==> config.mk <==
export PLATFORM = sky130hd
export DESIGN_NAME = hte_cmd_fifo
export DESIGN_NICKNAME = d
export VERILOG_FILES = /design/src/hte_pkg.sv /design/src/hte_cmd_fifo.sv
export SDC_FILE = /design/constraint.sdc
export NUM_CORES = 1
export LEC_CHECK = 0
export BUFFER_PORTS_ARGS = -buffer_cell sky130_fd_sc_hd__buf_2
export CORE_AREA = 2 2 132 199
export CTS_CLUSTER_DIAMETER = 40
export DETAILED_ROUTE_END_ITERATION = 7
export DIE_AREA = 0 0 134 201
export GPL_TIMING_DRIVEN = 0
export HOLD_SLACK_MARGIN = 0.03
export SYNTH_ARGS = -nofsm -noshare
export SYNTH_HDL_FRONTEND = slang
export SYNTH_SLANG_ARGS = --single-unit
==> constraint.sdc <==
create_clock -name clk -period 3.97 [get_ports clk]
set_clock_uncertainty 0.2 [all_clocks]
set_input_delay 0.397 -clock clk [delete_from_list [all_inputs] [get_ports clk]]
set_output_delay 0.397 -clock clk [all_outputs]
set_load 0.01 [all_outputs]
==> src/hte_pkg.sv <==
// shared types and constants for the prefix-code encoder and bit packer
// no dependencies
`default_nettype none

package hte_pkg;

    localparam int STORE_WIDTH = 32;
    localparam int LEN_W       = 6;
    localparam int BYTE_BITS   = 8;
    localparam int ACC_W       = STORE_WIDTH + BYTE_BITS - 1;

    localparam logic [1:0] MODE_LOAD   = 2'd0;
    localparam logic [1:0] MODE_ENCODE = 2'd1;
    localparam logic [1:0] MODE_FLUSH  = 2'd2;

    localparam logic STATUS_OK      = 1'b0;
    localparam logic STATUS_MISSING = 1'b1;

    typedef enum logic [1:0] {
        CMD_ENCODE,
        CMD_MISSING,
        CMD_FLUSH
    } cmd_kind_t;

    typedef struct packed {
        cmd_kind_t               kind;
        logic [STORE_WIDTH-1:0]  code;
        logic [LEN_W-1:0]        len;
    } cmd_t;

endpackage

`default_nettype wire

==> src/hte_cmd_fifo.sv <==
// short command queue between the front part and the packer
// depends on hte_pkg
`default_nettype none

module hte_cmd_fifo
    import hte_pkg::*;
(
    input  wire logic clk,
    input  wire logic rst_n,
    input  wire logic wr_valid,
    output logic      wr_ready,
    input  wire cmd_t wr_cmd,
    output logic      rd_valid,
    input  wire logic rd_take,
    output cmd_t      rd_cmd
);

    localparam int Depth = 4;
    localparam int PtrW  = $clog2(Depth);

    cmd_t              slot_mem [Depth];
    logic [PtrW-1:0]   wr_ptr_reg;
    logic [PtrW-1:0]   rd_ptr_reg;
    logic [PtrW:0]     count_reg;
    logic              do_wr;
    logic              do_rd;

    assign wr_ready = (count_reg != (PtrW+1)'(Depth));
    assign rd_valid = (count_reg != '0);
    assign do_wr    = wr_valid && wr_ready;
    assign do_rd    = rd_take && rd_valid;
    assign rd_cmd   = slot_mem[rd_ptr_reg];

    always_ff @(posedge clk or negedge rst_n)
    begin
        if (!rst_n)
        begin
            wr_ptr_reg <= '0;
            rd_ptr_reg <= '0;
            count_reg  <= '0;
        end
        else
        begin
            if (do_wr)
                wr_ptr_reg <= wr_ptr_reg + PtrW'(1);
            if (do_rd)
                rd_ptr_reg <= rd_ptr_reg + PtrW'(1);
            if (do_wr && !do_rd)
                count_reg <= count_reg + (PtrW+1)'(1);
            else if (do_rd && !do_wr)
                count_reg <= count_reg - (PtrW+1)'(1);
        end
    end

    always_ff @(posedge clk)
    begin
        if (do_wr)
            slot_mem[wr_ptr_reg] <= wr_cmd;
    end

endmodule

`default_nettype wire

==> metrics, run 1 <==
ratio of cells with drive above 1 in the final layout a little over two fifths; Sw Ratio 29.01%; CP top delay family buffers and inverters; initial antenna violation count 1; Seq/Total Area, Yosys 79.87%; min Tclk post-route between 2 and 2.5 ns; Crit path required time 3.37 ns; setup tns final 0 ns; post-DP HPWL 7.566 mm; startpoint types register; Internal Power 4137 µW; fmax between 0.4 and 0.5 GHz; first-pass GRT wire length ~19 mm; sequential share of power 41.6%; Crit Path Class register to output pin; initial core utilization between 20 and 25%; highest metal used met4; largest net degree at the start of global routing 28; Worst Max-Slew Pin Slew 0.6196 ns; Core Rows between 70 and 80; WL met2 around 6.2 mm; outcome finished clean; Netlist Area Pre-Place around 0.0062 mm²; # port buffers 85; Max Slew Vio Count 0; critical path arrival approximately 1.9 ns; wl on met1 approximately 4.9 mm; endpoints failing setup 0; clock latency on the worst-skew pair ~0.43 ns; area of the core about 0.025 mm²; RR Startpoint count_reg[0]$_DFFE_PN0P_; Syn Area/Cell ~25 µm²; First DRT Iteration DRCs about 160; cts bufs inserted 17; # H-tree levels 4; via/cell ratio 3.960; crit-path cells clkbuf_1 -> buf_2 -> mux4_2 -> buf_2; Yosys reg bits 167; max reg flops 160; dpl cells ~670; Slew headroom 58.69%; CTS clk-pin slew, worst paths about 0.070 ns; die area 0.02693 mm²; most frequent cells in the layout edfxtp_1 (160), buf_2 (89), dlygate4sd3_1 (42), mux4_2 (38), clkbuf_16 (17); Finished Cell Area between 0.008 and 0.009 mm²; power per cell area roughly 710 mW/mm²; most frequent CP cell buf_2; Tcrit/Tclk final roughly three fifths; CTS tree done; final hold viol count 0; Layout Nets about 450; Post-Route WL 11.87 mm; drt first pass iters 4; Die X approximately 130 µm; max_cap viols 0; met3 routed WL between 400 and 500 µm; Final ANT Viol Nets 0; Slowest cell on crit path mux4_2; Gate power share 30.9%; Final Util between 30% and 40%; Synth warnings 0; Tot GR Track Use under 10%; Reg2Reg Setup Slack around 1.7 ns; Placer Congestion between 0.6 and 0.7; grt total ovfl 0; number of sinks driven by the clock tree 167; DP Area 0.007162 mm²; largest fanout on the critical path 10; # DRC 0; Mapped Cells 245; Layout Area Growth over Synthesis 30.89%; critical path capture point type output pin; max incr delay on CP between 0.3 and 0.4 ns; DR WL/cell approximately 16 µm; via count ~2900; IO Pins 86; Switch Pwr approximately 1700 µW; Die Y 201 µm; post-synth net total 295; vias in the first global route ~3400; leakage power ~0.0028 µW; most common cell after layout, fill and taps aside edfxtp_1; R2R cell count 8; clock share of power 27.6%; Hold WS about 0.12 ns; RSZ-0062 raised after global routing false; Root Driver clkbuf_16; synth unique cells 20; CTS max path bufs 2; worst path bufs/invs 3; Reg2Reg Capture Point count_reg[2]$_DFFE_PN0P_; Worst VDD drop 0.3761 mV; final cell count without fillers 741; HP Class input pin to asynchronous set/reset pin
cell usage after synthesis:
cell type  instances  area share [%]
nand3_1            1           0.080
ha_1               5             1.0
nand2_1            2            0.12
inv_1              3            0.18
mux4_1             2            0.84
buf_6              1            0.18
nor2_1             2            0.12
and2_1             4            0.40
edfxtp_1         160              77
buf_12             4             1.3
or3_1              1            0.10
dfrtp_1            7             2.8
xnor2_1            4            0.56
fa_1               1            0.32
buf_2              4            0.32
clkbuf_1           1           0.060
mux2_2             2            0.36
mux4_2            38              14
a21boi_2           1            0.18
xor2_1             2            0.28
through the flow:
| stage | power, µW | worst slack (ns) |
|---|---|---|
| floorplan | 3607 | 1.626 |
| global placement | 4225 | 0.7264 |
| detailed placement | 4311 | 1.641 |
| CTS | 5976 | 1.423 |
| global route | 6158 | 1.358 |
| finish | 5827 | 1.523 |
how the worst max path moves through the flow:
stage                                    from                         to  slack (ns)  cells past startpoint
detailed placement   count_reg[0]$_DFFE_PN0P_  slot_mem[1][14]$_DFFE_PP_        1.64                      4
finish              rd_ptr_reg[1]$_DFFE_PN0P_                  rd_cmd[8]        1.52                      4
CTS                 rd_ptr_reg[1]$_DFFE_PN0P_                 rd_cmd[24]        1.42                      4
global placement     count_reg[0]$_DFFE_PN0P_   slot_mem[0][3]$_DFFE_PP_        0.73                      3
global route        rd_ptr_reg[1]$_DFFE_PN0P_                 rd_cmd[24]        1.36                      4
floorplan            count_reg[0]$_DFFE_PN0P_   slot_mem[0][0]$_DFFE_PP_        1.63                      3
power groups by stage:
stage               sequential [µW]  clock (µW)  combinational, µW
finish                         2420        1610               1800
global route                   2460        1730               1970
CTS                            2430        1670               1880
detailed placement             2470           0               1850
global placement               2470           0               1760
floorplan                      2440           0               1160
metal layers:
metal | global-route usage (%) | up-vias
li1 | - | 1336
met1 | 10.75 | 1517
met2 | 16.37 | 59
met3 | 3.131 | 22
met4 | 5.281 | 0
met5 | 0 | -
cell type report:
type / count / area (µm²)
clock buffers: 17 / 425.4
fillers: 2454 / 17150
plain buffers: 10 / 115.1
multi-input cells: 65 / 1134
clock inverters: 14 / 150.1
repair buffers: 131 / 925.9
inverters: 3 / 11.26
well taps: 333 / 416.7
flip-flops and latches: 167 / 4980
diodes: 1 / 2.502
logic make-up after synthesis:
logic type / after synthesis / share of synthesized area (%)
fa+ha+maj: 6 / 1.325
simple gates: 10 / 0.8228
buf+inv: 13 / 2.027
compound gates: 1 / 0.1806
flops: 167 / 79.87
mux: 42 / 14.93
xor+xnor: 6 / 0.8429
repair_timing:
item / CTS / global route
hold buffers: 42 / 0
resized for setup: 0 / 0
buffers inserted: 0 / 0
endpoints found under the hold margin: 168 / 0
Note: power is estimated with default switching activity, not from simulation.
==> inputs of run 2 (changes only) <==
clock period = 2.5 ns   (was 3.97 ns; I/O delays follow)
==> run 2 against run 1 <==
Total power up 59%. Wire length rose by 0.11%. Via count decreased by 0.44%. Critical endpoint is now count_reg[2]$_DFFE_PN0P_. Largest cell class unchanged. Highest routed layer unchanged.
==> metrics, run 2 (synthesized netlist as in run 1, its figures left out) <==
ratio of cells with drive above 1 in the final layout 42.16% (-0.10 points); worst setup path endpoint count_reg[2]$_DFFE_PN0P_; Reg2Reg Capture Point count_reg[2]$_DFFE_PN0P_; Hold WS 0.09652 ns (-0.02081 ns); Fillers 2454 (unchanged); Worst VDD drop 0.5958 mV (+58%); DR WL/cell 16.01 µm (about the same); hold path startpoint wr_valid; Post-Route WL 11.88 mm (+0.11%); Layout Area Growth over Synthesis 31.05%; Core Rows 72 (unchanged); final hold viol count 0 (unchanged); postcts setup bufs 0 (unchanged); RSZ-0062 raised after global routing false; clock latency on the worst-skew pair 0.43 ns (about the same); CTS tree done; max_cap viols 0 (unchanged); most common cell after layout, fill and taps aside edfxtp_1; min Tclk post-route between 2 and 2.5 ns; Final Util 32.28% (+0.039 points); CTS max path bufs 2 (unchanged); # port buffers 85 (unchanged); largest net degree at the start of global routing 28 (unchanged); First DRT Iteration DRCs 144 (-8.3%); Die X 134 µm (unchanged); RR Startpoint count_reg[0]$_DFFE_PN0P_; first-pass GRT wire length 18.84 mm (+0.15%); outcome finished clean; Die Y 201 µm (unchanged); endpoints failing setup 0 (unchanged); Root Driver clkbuf_16; CP startpoint count_reg[0]$_DFFE_PN0P_; Worst Max-Slew Pin Slew 0.6150 ns (-0.004626 ns); Final ANT Viol Nets 0 (unchanged); worst hold path depth 3; Placer Congestion 0.6677 (unchanged); pre-CTS setup slack 0.1710 ns (-1.470 ns); critical path arrival 2.48 ns (+0.63 ns); final worst setup slack 0.1844 ns (-1.338 ns); IO Pins 86 (unchanged); leakage power 0.002810 µW (+0.15%); Slew headroom 59.00% (+0.31 points); Tot GR Track Use 9.713% (+0.016 points); vias in the first global route 3379 (+0.089%); max reg flops 160 (unchanged); R2R cell count 8 (unchanged); number of sinks driven by the clock tree 167 (unchanged); post-DP HPWL 7.566 mm (unchanged); power per cell area 1133 mW/mm² (+59%); grt total ovfl 0 (unchanged); Reg2Reg Setup Slack 0.18 ns (-1.47 ns); via count 2921 (-0.44%); drt first pass iters 4 (unchanged); HP Class input pin to register; startpoint types register; Layout Nets 446 (+0.22%); cts bufs inserted 17 (unchanged); # H-tree levels 4 (unchanged); setup tns final 0 ns (unchanged); critical path capture point type register; Crit Path Class register to register; # DRC 0 (unchanged); CTS clk-pin slew, worst paths 0.07 ns (about the same); largest fanout on the critical path 4 (-6); most frequent cells in the layout edfxtp_1 (160), buf_2 (89), dlygate4sd3_1 (43), mux4_2 (38), clkbuf_16 (17); fmax between 0.4 and 0.5 GHz; initial antenna violation count 1 (unchanged); initial core utilization 24.63% (unchanged); Crit path required time 2.66 ns (-0.71 ns); via/cell ratio 3.937 (-0.58%); area of the core 0.02531 mm² (unchanged); Tcrit/Tclk final 92.62%; die area 0.02693 mm² (unchanged); Max Slew Vio Count 0 (unchanged)
## run 2: cell count changes in the layout (fill, tap and decap cells not counted), sizes merged
cell / before / now
dlygate4sd3: 42 / 43
## run 2: how the worst min path moves through the flow
stage                           endpoint
2_1_floorplan   count_reg[0]$_DFFE_PN0P_
3_3_place_gp    count_reg[2]$_DFFE_PN0P_
3_5_place_dp    count_reg[2]$_DFFE_PN0P_
4_1_cts        wr_ptr_reg[0]$_DFFE_PN0P_
5_1_grt        wr_ptr_reg[0]$_DFFE_PN0P_
6_report       wr_ptr_reg[0]$_DFFE_PN0P_
## run 2: what timing repair did
action | CTS | global route
hold buffers | 43 | 0
gates resized for setup | 0 | 0
hold endpoints to repair | 169 | 0
## run 2: area by class of cell
cell class	instances	area, µm²	area share [%]
antenna	1	2.502	0.03063
buffer	10	115.1	1.409
clock buffer	17	425.4	5.207
clock inverter	14	150.1	1.838
inverter	3	11.26	0.1378
multi-input combinational	65	1134	13.87
sequential	167	4980	60.95
tap	333	416.7	5.100
timing repair buffer	132	935.9	11.45
## run 2: layer usage
layer	vias to the layer above	track usage, %	share of wire [%]
li1	1338	-	-
met1	1500	10.80	41
met2	61	16.37	53
met3	22	3.131	4.1
met4	0	5.281	2.6
met5	-	0	0
## run 2: power by group
group	internal [µW]	switching (µW)	leakage, µW	total [µW]
registers	3710	141	0.00155	3850
clock network	1470	1080	0.000280	2550
logic	1390	1470	0.000983	2860
## run 2: metrics by stage
step                power (µW)  area [µm²]  instances
detailed placement        6846        7162        667
finish                    9258        8170        742
floorplan                 5729        6235        245
global placement          6710        7077        663
global route              9780        8170        742
CTS                       9492        8168        741
## run 2: worst max-delay path, cell delays in order (launching register included)
cell and delay [ns]:
dfrtp_1 0.44, or3_1 0.40, nand2_1 0.13, ha_1 0.20
inv_1 0.06, fa_1 0.37, xor2_1 0.16, nor2_1 0.12
xor2_1 0.16
==> inputs of run 3 (changes only) <==
GPL_TIMING_DRIVEN = default   (was 0)
SETUP_SLACK_MARGIN = 0.4   (was default)
==> run 3 against run 2 <==
Combinational power grew 27%. Sequential share of layout area shrank 2.6 points. Final cell count grew 1.9%. Critical path type is now register to output pin. Largest power group unchanged. Highest routed layer is now met5.
==> metrics, run 3 (synthesized netlist as in run 1, its figures left out) <==
outcome finished clean; # DRC 0 (unchanged); Final Util 33.80% (+1.5 points); area of the core 0.02531 mm² (unchanged); fmax 0.4379 GHz (+1.4%); Worst Max-Slew Pin Slew 0.4451 ns (-0.1698 ns); Max Slew Vio Count 0 (unchanged); CTS max path bufs 2 (unchanged); Worst VDD drop 0.5140 mV (-14%); largest fanout on the critical path 6 (+2); initial core utilization 24.63% (unchanged); RSZ-0062 raised after global routing true; Layout Area Growth over Synthesis 37.23%; worst hold path depth 2 (-1); critical path arrival 1.83 ns (-0.65 ns); Layout Nets 460 (+3.1%); number of sinks driven by the clock tree 167 (unchanged); via/cell ratio 4.033 (+2.4%); # port buffers 85 (unchanged); IO Pins 86 (unchanged); DR WL/cell 18.16 µm (+13%); WHS Endpoint slot_mem[3][29]$_DFFE_PP_; RR Startpoint count_reg[2]$_DFFE_PN0P_; Hold WS 0.3626 ns (+0.2661 ns); leakage power 0.002965 µW (+5.5%); Crit Path Class register to output pin; Die Y 201 µm (unchanged); final hold viol count 0 (unchanged); clock latency on the worst-skew pair 0.43 ns (about the same); most frequent cells in the layout edfxtp_1 (160), buf_2 (53), dlygate4sd3_1 (44), mux4_2 (40), buf_6 (33); CTS clk-pin slew, worst paths 0.06 ns (about the same); min Tclk post-route 2.283 ns (-0.03218 ns); first-pass GRT wire length 20.08 mm (+6.6%); Fillers 2385 (-2.8%); HP Class input pin to register; die area 0.02693 mm² (unchanged); critical path capture point type output pin; Placer Congestion 0.6416 (-3.9%); R2R cell count 8 (unchanged); Root Driver clkbuf_16; startpoint types register; setup tns final 0 ns (unchanged); Tcrit/Tclk final 91.34% (-1.3 points); Die X 134 µm (unchanged); power per cell area 1181 mW/mm² (+4.2%); Core Rows 72 (unchanged); endpoints failing setup 0 (unchanged); # H-tree levels 4 (unchanged); ratio of cells with drive above 1 in the final layout 47.28% (+5.1 points); via count 3049 (+4.4%); max_cap viols 0 (unchanged); grt total ovfl 0 (unchanged); Slew headroom 70.32% (+11 points); vias in the first global route 3478 (+2.9%); hold path startpoint wr_cmd[29]; Reg2Reg Setup Slack 0.36 ns (+0.18 ns); cts bufs inserted 17 (unchanged); max reg flops 160 (unchanged); post-DP HPWL 8.116 mm (+7.3%); initial antenna violation count 2 (+1); Crit path required time 2.05 ns (-0.61 ns); drt first pass iters 4 (unchanged); CTS tree done; Post-Route WL 13.73 mm (+16%); largest net degree at the start of global routing 26 (-7.1%); Reg2Reg Capture Point count_reg[2]$_DFFE_PN0P_; Final ANT Viol Nets 0 (unchanged); First DRT Iteration DRCs 199 (+38%); antenna diode count 0 (-1); Tot GR Track Use 10.46% (+0.75 points); most common cell after layout, fill and taps aside edfxtp_1
## run 3: cell type report
cell class                      instances  area (µm²)  area share [%]
Sequential cell                       167        4990           58.32
Tap cell                              333       416.7           4.870
Timing Repair Buffer                  156        1403           16.39
Clock buffer                           18       429.2           5.016
Multi-Input combinational cell         65        1167           13.64
Inverter                                3       11.26          0.1316
Clock inverter                         14       138.9           1.623
## run 3: per-layer routing
metal	share of wire, %	global-route usage, %
met5	0.17	0
met4	2.1	5.357
met3	3.6	3.434
met2	57	19.08
met1	37	10.43
## run 3: how the worst max path moves through the flow
stage                                          from                  endpoint  slack, ns  cells past startpoint
after global placement     count_reg[2]$_DFFE_PN0P_  count_reg[2]$_DFFE_PN0P_       0.36                      8
after global routing      rd_ptr_reg[0]$_DFFE_PN0P_                rd_cmd[39]       0.15                      4
after floorplan            count_reg[2]$_DFFE_PN0P_  count_reg[2]$_DFFE_PN0P_       0.41                      8
after detailed placement   count_reg[0]$_DFFE_PN0P_  count_reg[2]$_DFFE_PN0P_       0.28                      8
final                     rd_ptr_reg[0]$_DFFE_PN0P_                rd_cmd[22]       0.22                      4
after CTS                 rd_ptr_reg[0]$_DFFE_PN0P_                rd_cmd[39]       0.14                      3
## run 3: critical path: stages (launching register included)
cell and delay, ns:
dfrtp_4 0.44, buf_8 0.15, clkbuf_16 0.16, mux4_2 0.51
buf_6 0.14
## run 3: power by group
part | total, µW | internal, µW | switching [µW]
clock | 2520 | 1390 | 1130
sequential | 3940 | 3720 | 220
combinational | 3640 | 2020 | 1620
total | 10100 | 7140 | 2970
## run 3: metrics by stage
step,setup WS [ns],area (µm²),total power [µW],instances
finish,0.2166,8556,10110,756
global route,0.1465,8556,10600,756
CTS,0.1374,8225,9567,748
detailed placement,0.2772,7139,6807,665
global placement,0.3619,7139,6706,665
floorplan,0.4102,6267,5746,245
## run 3: what timing repair did
action	CTS	global route
gates resized for setup	4	43
setup buffers	7	5
cloned	0	3
endpoints found under the setup margin	42	42
hold buffers	44	0
pin swaps	3	1
endpoints found under the hold margin	171	0
