### src/hte_pkg.sv
// shared types and constants for the prefix-code encoder and bit packer
// no dependencies
`default_nettype none

package hte_pkg;

    localparam int STORE_WIDTH = 32;
    localparam int LEN_W       = 6;
    localparam int BYTE_BITS   = 8;
    localparam int ACC_W       = STORE_WIDTH + BYTE_BITS - 1;

    localparam logic [1:0] MODE_LOAD   = 2'd0;
    localparam logic [1:0] MODE_ENCODE = 2'd1;
    localparam logic [1:0] MODE_FLUSH  = 2'd2;

    localparam logic STATUS_OK      = 1'b0;
    localparam logic STATUS_MISSING = 1'b1;

    typedef enum logic [1:0] {
        CMD_ENCODE,
        CMD_MISSING,
        CMD_FLUSH
    } cmd_kind_t;

    typedef struct packed {
        cmd_kind_t               kind;
        logic [STORE_WIDTH-1:0]  code;
        logic [LEN_W-1:0]        len;
    } cmd_t;

endpackage

`default_nettype wire

### src/hte_packer.sv
// back part: bit accumulator that packs codes lsb first and emits bytes
// depends on hte_pkg
`default_nettype none

module hte_packer
    import hte_pkg::*;
(
    input  wire logic        clk,
    input  wire logic        rst_n,
    input  wire logic        cmd_valid,
    output logic             cmd_take,
    input  wire cmd_t        cmd,
    output logic             empty,
    input  wire logic        pop,
    output logic [7:0]       out_byte,
    output logic             status,
    output logic             last
);

    logic [ACC_W-1:0] acc_reg,  acc_next;
    logic [LEN_W-1:0] total_reg, total_next;
    logic             out_valid_reg, out_valid_next;
    logic [7:0]       out_byte_reg, out_byte_next;
    logic             status_reg, status_next;
    logic             last_reg, last_next;

    logic             out_free;
    logic             busy;

    assign out_free = !out_valid_reg || pop;
    // a full byte is still in the accumulator
    assign busy     = (total_reg[LEN_W-1:3] != '0);

    always_comb
    begin
        acc_next       = acc_reg;
        total_next     = total_reg;
        out_valid_next = out_valid_reg && !pop;
        out_byte_next  = out_byte_reg;
        status_next    = status_reg;
        last_next      = last_reg;
        cmd_take       = 1'b0;

        if (busy)
        begin
            if (out_free)
            begin
                out_valid_next = 1'b1;
                out_byte_next  = acc_reg[7:0];
                status_next    = STATUS_OK;
                last_next      = (total_reg < LEN_W'(2 * BYTE_BITS));
                acc_next       = acc_reg >> BYTE_BITS;
                total_next     = total_reg - LEN_W'(BYTE_BITS);
            end
        end
        else if (cmd_valid && (cmd.kind == CMD_ENCODE || out_free))
        begin
            cmd_take = 1'b1;
            case (cmd.kind)
                CMD_ENCODE:
                begin
                    acc_next   = {{(ACC_W-7){1'b0}}, acc_reg[6:0]}
                               | ({{(BYTE_BITS-1){1'b0}}, cmd.code} << total_reg[2:0]);
                    total_next = {{(LEN_W-3){1'b0}}, total_reg[2:0]} + cmd.len;
                end
                CMD_MISSING:
                begin
                    out_valid_next = 1'b1;
                    out_byte_next  = 8'h00;
                    status_next    = STATUS_MISSING;
                    last_next      = 1'b1;
                end
                default:
                begin
                    if (total_reg[2:0] != 3'd0)
                    begin
                        out_valid_next = 1'b1;
                        out_byte_next  = {1'b0, acc_reg[6:0]};
                        status_next    = STATUS_OK;
                        last_next      = 1'b1;
                    end
                    acc_next   = '0;
                    total_next = '0;
                end
            endcase
        end
    end

    always_ff @(posedge clk or negedge rst_n)
    begin
        if (!rst_n)
        begin
            acc_reg       <= '0;
            total_reg     <= '0;
            out_valid_reg <= 1'b0;
        end
        else
        begin
            acc_reg       <= acc_next;
            total_reg     <= total_next;
            out_valid_reg <= out_valid_next;
        end
    end

    always_ff @(posedge clk)
    begin
        out_byte_reg <= out_byte_next;
        status_reg   <= status_next;
        last_reg     <= last_next;
    end

    assign empty    = !out_valid_reg;
    assign out_byte = out_byte_reg;
    assign status   = status_reg;
    assign last     = last_reg;

endmodule

`default_nettype wire

### config.mk
export PLATFORM = sky130hd
export DESIGN_NAME = hte_packer
export DESIGN_NICKNAME = d
export VERILOG_FILES = /design/src/hte_pkg.sv /design/src/hte_packer.sv
export SDC_FILE = /design/constraint.sdc
export NUM_CORES = 1
export LEC_CHECK = 0
export ABC_CLOCK_PERIOD_IN_PS = 4300
export BUFFER_PORTS_ARGS = -buffer_cell sky130_fd_sc_hd__clkbuf_2
export CORE_ASPECT_RATIO = 0.9
export CORE_MARGIN = 5
export CORE_UTILIZATION = 60
export DETAILED_ROUTE_END_ITERATION = 6
export GPL_ROUTABILITY_DRIVEN = 0
export PLACE_DENSITY = 0.86
export RECOVER_POWER = 25
export SYNTH_ARGS = -nofsm -noshare
export SYNTH_HDL_FRONTEND = slang
export SYNTH_SLANG_ARGS = --single-unit
### constraint.sdc
create_clock -name clk -period 4.3 [get_ports clk]
set_clock_uncertainty 0.05 [all_clocks]
set_input_delay 0.43 -clock clk [delete_from_list [all_inputs] [get_ports clk]]
set_output_delay 0.43 -clock clk [all_outputs]
set_load 0.02 [all_outputs]
==> run_results.csv, run 1 <==
group,metric,value,unit
timing,relSlewSlack,-64.8,%
timing,rsz0062_at_grt,"false",
grt,grt_pass1_wl,13.8,mm
detailed_routing,wl,8.26,mm
finish,layout-drive-gt1-share,20.0,%
finish,nets,449,
cts,cts_resized,0,
synthesis,yosysMostFrequentCell,"mux2i_1",
placement,place_area,0.00383,mm2
pwr,irDropWorstVdd,532,uV
placement,place_ws,1.44,ns
placement,place.port_buffers,55,
grt,grt_pass1_vias,2898,
worst_setup_path,cpPeakStageDelay,0.79,ns
synthesis,yosysUniqueCellTypes,48,
flow_run,drv_cap,1,
worst_setup_path,arrival,3.08,ns
synthesis,yosys.area.top_type,"dfrtp_1",
cts,clk_latency,0.32,ns
grt,use_met2,37.1,%
floorplanning,fp.coreArea,0.00576,mm2
grt,use_met1,29.7,%
cts,cts_setup_buffers,0,
outcome,outcome,"finished, violations left",
timing,timing.final.ws_setup,1.41,ns
finish,multi_input_area,0.00196,mm2
finish,finalInstanceArea,0.00392,mm2
grt,met3_usage,3.61,%
floorplanning,die-area,0.00769,mm2
cts,hold_buffers,0,
pwr,pwr-share-comb,44.1,%
cts,path_clk_slew,0.10,ns
timing,period_needed,2.89,ns
detailed_routing,final_antenna_net_count,0,
grt,globalRoute.totalOverflow,0,
worst_setup_path,cp-end-kind,"register",
grt,grt_max_degree,47,
pwr,seqPwrFrac,42.9,%
cts,cts_max_level,2,
cts,clock_tree.root_cell,"clkbuf_8",
cts,cts_sinks,56,
synthesis,syn_avg_cell_area,9.95,um2
finish,areaGrowthSynthToFinish,8.33,%
finish,antenna_cells,0,
synthesis,syn_area,0.00362,mm2
floorplanning,rows,26,
detailed_routing,first_iter_violations,374,
floorplanning,die_h,83.7,um
timing,fin_setup_tns,0,ns
detailed_routing,drc_errors,0,
worst_setup_path,critPathMaxFanout,18,
worst_setup_path,crit_path_top_delay_cell,"and3_1",
synthesis,yosys_warnings,0,
finish,register_area,0.00145,mm2
synthesis,synth_edf_count,10,
pwr,p_int,1.35,mW
placement,hpwl,5.92,mm
detailed_routing,num_vias,3064,
floorplanning,pin_count,56,
synthesis,synth_nets,414,
floorplanning,start_util,62.9,%
synthesis,synth_area_leaders,"dfrtp_1 32%, mux2i_1 16%, edfxtp_1 8.3%, a22oi_1 5.8%, nand2_1 4.5%",
synthesis,async_flop_share,82.1,%
pwr,p_switching,986,uW
synthesis,ys_seq_area_share,40.1,%
pwr,switching_share,42.1,%
worst_setup_path,crit_type,"register to register",
timing,period_share,67.3,%
cts,cts_inserted_buffers,5,
worst_setup_path,critPathRequiredTime,4.49,ns
pwr,p_per_area,596,mW/mm2
grt,grt.busiest_layer,"met2",
timing,finalMaxSlewViolations,47,
floorplanning,die_w,91.9,um
cts,clock_path_buffers,2,
detailed_routing,drt-pass1-iter-count,5,
detailed_routing,wl_per_cell,17.6,um
synthesis,synth_flop_cell,"dfrtp_1",
finish,finish.utilization,68.1,%
worst_setup_path,start_kind,"register",
timing,finalSetupViolCount,0,
synthesis,synthCells,364,
finish,largest_reg_flops,39,
grt,antenna_found_initial,0,
pwr,power.leakage,1.59,nW
synthesis,synth_seq_cells,56,
synthesis,synth_top_area_share,31.8,%
timing,max_freq,0.346,GHz
cts,cts_tree,"built",
timing,tightest_slew,2.47,ns
grt,grt.total_usage,21.9,%
pwr,pwr-share-clk,13.0,%
worst_setup_path,cp_cell_sequence,"inv_1 -> ha_1 -> nor2b_1 -> and3_1 -> buf_4 -> nor3_1 -> a31oi_1",
synthesis,synth_commonest_cells,"57 x mux2i_1, 46 x dfrtp_1, 43 x nand2_1",
detailed_routing,drt-vias-per-instance,6.52,
worst_hold_path,hold_class,"input pin to register",
finish,n_fill_cell,461,
timing,hold_viol,0,
outcome,violations,"capacitance limit, slew limit",
[through the flow]
stage	cells	power (mW)	hold WS, ns
finish	470	2.34	0.332
global route	470	2.50	0.360
CTS	470	2.34	0.303
floorplan	364	1.79	0.0844
detailed placement	462	2.04	0.417
global placement	462	1.99	0.409
[logic make-up after synthesis]
family	count (synthesis)	synth area share, %
xor gates and xnor gates	1	0.242
AOI/OAI and AO/OA	94	18.3
DFF	56	40.1
muxes	62	18.2
adders and majority gates	6	2.28
buffers and inverters	37	5.67
and+or+nand+nor	108	15.2
[critical path: cells and delay by family, from the launching register on]
family,cells,cell delay [ns]
adders and majority gates,1,0.21
DFF,1,0.41
and+or+nand+nor,3,1.52
buffers and inverters,2,0.43
AOI/OAI and AO/OA,1,0.19
[final timing paths]
check	from	end	slack [ns]	cells after the start
setup / recovery	total_reg[3]	acc_reg[23]	1.41	7
hold / removal	cmd[5]	total_reg[5]	0.33	3
setup reg to reg	total_reg[3]	acc_reg[23]	1.41	7
hold reg to reg	acc_reg[0]	acc_reg[0]	0.44	2
max in group asynchronous	rst_n	total_reg[0]	1.83	1
min in group asynchronous	rst_n	total_reg[1]	0.81	1
[per-layer routing]
metal / share of wire, % / vias up
met5: 0 / -
met4: 0.73 / 0
met3: 5.8 / 5
met2: 51 / 109
met1: 43 / 1499
li1: - / 1451
[area by class of cell]
class | instances | share of cell area, %
Clock buffer | 5 | 1.75
Clock inverter | 3 | 0.638
Inverter | 7 | 0.670
Multi-Input combinational cell | 271 | 50.1
Sequential cell | 56 | 37.1
Tap cell | 70 | 2.23
Timing Repair Buffer | 58 | 7.56
[power by group through the flow]
stage	sequential, mW	combinational [mW]	clock (mW)
after global placement	0.999	0.989	0
after global routing	1.03	1.14	0.328
final	1.00	1.03	0.304
after detailed placement	1.01	1.02	0
after floorplan	0.927	0.865	0
after CTS	1.00	1.03	0.307
[layout by cell type, fill, tap and decap left out, drive strengths merged, types with 2 or more instances in the layout]
cell    instances
clkbuf         60
mux2i          57
dfrtp          46
nand2          43
nor3           29
a22oi          28
a31oi          25
o21ai          11
edfxtp         10
nor2b           9
nand3           9
inv             9
a22o            7
a21oi           7
nor2            7
ha              5
and2            3
o31ai           3
mux4            3
buf             3
a21o            2
a221oi          2
o21a            2
o211ai          2
mux2            2
a222oi          2
(Power assumes the default switching activity.)
==> run 2, diff against run 1 <==
ABC_CLOCK_PERIOD_IN_PS = 2500   (was 4300)
CORE_UTILIZATION = 52   (was 60)
PLACE_DENSITY = 0.79   (was 0.86)
clock period = 2.5 ns   (was 4.3 ns; I/O delays follow)
==> run_results.csv, run 2 (synthesized netlist as in run 1, its figures left out) <==
group,metric,value,unit
worst_setup_path,start_kind,"register",
cts,cts_inserted_buffers,5,
timing,finalSetupViolCount,0,
timing,relSlewSlack,45.9,%
floorplanning,die_h,89.2,um
worst_setup_path,crit_type,"register to register",
detailed_routing,drt-vias-per-instance,6.03,
timing,fin_setup_tns,0,ns
worst_setup_path,timing.rr.start,"total_reg[3]",
pwr,pwr-share-clk,12.7,%
finish,finalNonFillerCells,504,
timing,period_share,87.0,%
pwr,switching_share,42.0,%
finish,largest_reg_flops,39,
timing,hold_viol,0,
grt,grt_pass1_vias,2981,
pwr,p_per_area,1010,mW/mm2
floorplanning,start_util,54.1,%
grt,grt_pass1_wl,14.5,mm
worst_hold_path,hold_start,"cmd[5]",
worst_setup_path,arrival,2.35,ns
pwr,irDropWorstVdd,453,uV
timing,tightest_slew,0.811,ns
timing,period_needed,2.17,ns
pwr,power.leakage,1.65,nW
floorplanning,rows,28,
pwr,p_total,4.09,mW
cts,clock_tree.root_cell,"clkbuf_8",
detailed_routing,drt-pass1-iter-count,5,
timing,finalMaxSlewViolations,0,
cts,cts_max_level,2,
finish,final_common_cell,"mux2i_1",
pwr,p_switching,1.72,mW
cts,cts_setup_buffers,0,
cts,clock_path_buffers,2,
worst_setup_path,critPathLaunch,"total_reg[3]",
finish,areaGrowthSynthToFinish,11.8,%
grt,antenna_found_initial,0,
detailed_routing,first_iter_violations,222,
worst_setup_path,critPathMaxFanout,23,
floorplanning,pin_count,56,
floorplanning,die_w,98.0,um
cts,cts_tree,"built",
outcome,outcome,"completed",
detailed_routing,wl,8.61,mm
cts,cts_sinks,56,
placement,place.port_buffers,55,
worst_setup_path,critPathRequiredTime,2.67,ns
detailed_routing,drc_errors,0,
timing,max_freq,0.460,GHz
detailed_routing,final_antenna_net_count,0,
floorplanning,fp.coreArea,0.00669,mm2
detailed_routing,num_vias,3037,
placement,hpwl,6.47,mm
worst_hold_path,hold_class,"input pin to register",
pwr,seqPwrFrac,37.9,%
timing,rsz0062_at_grt,"false",
finish,antenna_cells,0,
pwr,p_int,2.37,mW
finish,nets,463,
finish,layout-drive-gt1-share,22.2,%
grt,globalRoute.totalOverflow,0,
worst_setup_path,cp-end-kind,"register",
detailed_routing,wl_per_cell,17.1,um
worst_setup_path,rr_worst_depth,7,
worst_setup_path,rrSetupSlack,0.33,ns
placement,place_inst,495,
cts,clk_latency,0.31,ns
finish,finish.utilization,60.5,%
finish,layout_common_cells,"57 x mux2i_1, 55 x clkbuf_2, 44 x dfrtp_1, 43 x nand2_1, 28 x a22oi_1",
grt,grt_max_degree,31,
grt,grt.total_usage,20.2,%
worst_setup_path,r2r-end,"acc_reg[14]",
cts,path_clk_slew,0.11,ns
worst_setup_path,worstSetupEndpoint,"acc_reg[14]",
floorplanning,die-area,0.00873,mm2
pwr,pwr-share-comb,49.4,%
flow_run,drv_cap,0,
run 2: worst max-delay path, cell delays in order, from the launching register on:
cell and delay, ns:
dfrtp_1 0.41, inv_1 0.10, ha_1 0.20, or2b_4 0.39, nor3_4 0.30, buf_4 0.32
a22oi_1 0.10, a31oi_1 0.21
run 2: stage by stage:
stage               hold WS [ns]  worst slack (ns)  cell area, um2
finish                     0.155             0.325            4050
global route               0.159             0.184            4050
detailed placement         0.117             0.384            3950
CTS                        0.154             0.347            4060
floorplan                -0.0956             0.323            3620
global placement           0.117             0.461            3950
run 2: worst min-delay path by stage:
stage / cells past startpoint / slack [ns] / end
floorplan: 0 / -0.1 / acc_reg[0]
global placement: 1 / 0.12 / acc_reg[29]
detailed placement: 1 / 0.12 / acc_reg[29]
CTS: 3 / 0.15 / total_reg[5]
global route: 3 / 0.16 / total_reg[5]
finish: 3 / 0.16 / total_reg[5]
run 2: area by class of cell:
cell class / instances / area [um2]
Fill cell: 587 / 2640
Multi-Input combinational cell: 271 / 1960
Sequential cell: 56 / 1450
Timing Repair Buffer: 72 / 398
Tap cell: 90 / 113
Clock buffer: 5 / 68.8
Inverter: 7 / 26.3
Clock inverter: 3 / 25.0
run 2: power groups by stage:
stage	logic (mW)	clock network, mW	registers (mW)
after floorplan	1.49	0	1.59
after global routing	2.22	0.563	1.59
after global placement	1.97	0	1.54
after CTS	2.02	0.529	1.55
final	2.02	0.521	1.55
after detailed placement	2.01	0	1.57
run 2: repair_timing:
item	4_1_cts	5_1_grt
gates resized for setup	0	0
hold buffers	1	0
hold endpoints to repair	11	0
run 2: routing by layer:
layer,track usage (%),vias to the layer above,routed length [um]
li1,-,1474,-
met1,27.7,1450,4020
met2,34.9,107,4130
met3,3.04,6,400
met4,3.40,0,60
met5,0,-,0
==> run 3, diff against run 2 <==
CTS_CLUSTER_DIAMETER = 30   (was default)
RECOVER_POWER = default   (was 25)
==> run_results.csv, run 3 (synthesized netlist as in run 1, its figures left out) <==
group,metric,value,unit
outcome,outcome,"completed",
finish,layout_common_cells,"57 x mux2i_1, 55 x clkbuf_2, 44 x dfrtp_1, 43 x nand2_1, 28 x a22oi_1",
worst_setup_path,critPathMaxFanout,23,
worst_hold_path,hold_class,"input pin to register",
timing,finalMaxSlewViolations,0,
detailed_routing,drc_errors,0,
timing,hold_viol,0,
finish,antenna_cells,0,
cts,cts_max_level,2,
worst_setup_path,arrival,2.34,ns
cts,clk_latency,0.31,ns
floorplanning,start_util,54.1,%
finish,register_area,0.00145,mm2
worst_setup_path,cpPeakStageDelay,0.41,ns
timing,rsz0062_at_grt,"false",
detailed_routing,wl_per_cell,17.0,um
detailed_routing,num_vias,3065,
cts,cts_resized,0,
pwr,irDropWorstVdd,454,uV
finish,n_fill_cell,583,
cts,cts_sinks,56,
flow_run,drv_cap,0,
floorplanning,rows,28,
worst_setup_path,rr_worst_depth,7,
cts,path_clk_slew,0.11,ns
worst_setup_path,start_kind,"register",
grt,grt_pass1_wl,14.5,mm
floorplanning,die-area,0.00873,mm2
worst_setup_path,cp-end-kind,"register",
detailed_routing,drt-pass1-iter-count,5,
worst_setup_path,critPathRequiredTime,2.67,ns
timing,finalSetupViolCount,0,
cts,clock_path_buffers,2,
timing,relSlewSlack,58.9,%
worst_setup_path,cp_cell_sequence,"inv_1 -> ha_1 -> or2b_4 -> nor3_4 -> buf_4 -> a22oi_1 -> a31oi_1",
cts,cts_tree,"built",
finish,multi_input_area,0.00196,mm2
finish,final_common_cell,"mux2i_1",
worst_setup_path,crit_type,"register to register",
finish,areaGrowthSynthToFinish,12.0,%
grt,globalRoute.totalOverflow,0,
detailed_routing,first_iter_violations,257,
detailed_routing,final_antenna_net_count,0,
cts,cts_inserted_buffers,5,
detailed_routing,drt-vias-per-instance,6.08,
finish,largest_reg_flops,39,
pwr,p_per_area,1010,mW/mm2
timing,tightest_slew,0.615,ns
placement,place.port_buffers,55,
finish,layout-drive-gt1-share,22.7,%
cts,clock_tree.root_cell,"clkbuf_8",
worst_setup_path,crit_path_top_delay_cell,"dfrtp_1",
worst_setup_path,cpLargestDelayFamily,"simple AND/OR/NAND/NOR gates",
grt,antenna_found_initial,0,
pwr,p_total,4.09,mW
placement,hpwl,6.47,mm
timing,fin_setup_tns,0,ns
pwr,power.leakage,1.66,nW
worst_setup_path,cp.depth,7,
worst_hold_path,worstHoldPathCells,3,
timing,period_share,86.6,%
grt,grt_max_degree,31,
grt,grt_pass1_vias,2981,
grt,grt.total_usage,20.2,%
floorplanning,die_w,98.0,um
floorplanning,pin_count,56,
worst_setup_path,crit_buf_inv,2,
timing,max_freq,0.462,GHz
floorplanning,fp.coreArea,0.00669,mm2
finish,nets,463,
detailed_routing,wl,8.59,mm
floorplanning,die_h,89.2,um
finish,finish.utilization,60.6,%
timing,period_needed,2.17,ns
## run 3: layout make-up
type,count,share of cell area (%)
multi-input cells,271,48.4
clock buffers,5,1.70
inverters,7,0.648
flip-flops and latches,56,35.8
repair buffers,72,9.99
well taps,90,2.78
clock inverters,3,0.617
## run 3: metal layers
| metal | wire length (um) | global-route usage, % |
|---|---|---|
| met4 | 60 | 3.40 |
| met5 | 0 | 0 |
| met3 | 467 | 3.04 |
| met1 | 3920 | 27.7 |
| met2 | 4140 | 34.9 |
## run 3: per-stage QoR
| stage | setup WS (ns) | hold slack [ns] | std cells | instance area [um2] |
|---|---|---|---|---|
| finish | 0.334 | 0.156 | 504 | 4060 |
| global route | 0.184 | 0.159 | 504 | 4060 |
| CTS | 0.347 | 0.154 | 504 | 4060 |
| detailed placement | 0.384 | 0.117 | 495 | 3950 |
| global placement | 0.461 | 0.117 | 495 | 3950 |
| floorplan | 0.323 | -0.0956 | 364 | 3620 |
## run 3: timing repair
| item | in CTS | in global routing |
|---|---|---|
| setup buffers | 0 | 0 |
| endpoints found under the hold margin | 11 | 0 |
| hold buffers | 1 | 0 |
## run 3: power breakdown
part           switching, mW  internal [mW]
clock network          0.316          0.205
logic                   1.19          0.837
registers              0.217           1.33
## run 3: worst register-to-register path, stage by stage, from the launching register on
cell     delay (ns)
dfrtp_1        0.41
inv_1          0.10
ha_1           0.20
or2b_4         0.39
nor3_4         0.29
buf_4          0.32
a22oi_1        0.12
a31oi_1        0.20
## run 3: final timing paths
kind / start / to / slack, ns
max in group asynchronous: rst_n / acc_reg[14] / 1.48
min: cmd[5] / total_reg[5] / 0.16
max: total_reg[3] / acc_reg[16] / 0.33
max reg2reg: total_reg[3] / acc_reg[16] / 0.33
min reg2reg: acc_reg[5] / acc_reg[5] / 0.44
min in group asynchronous: rst_n / acc_reg[38] / 0.31
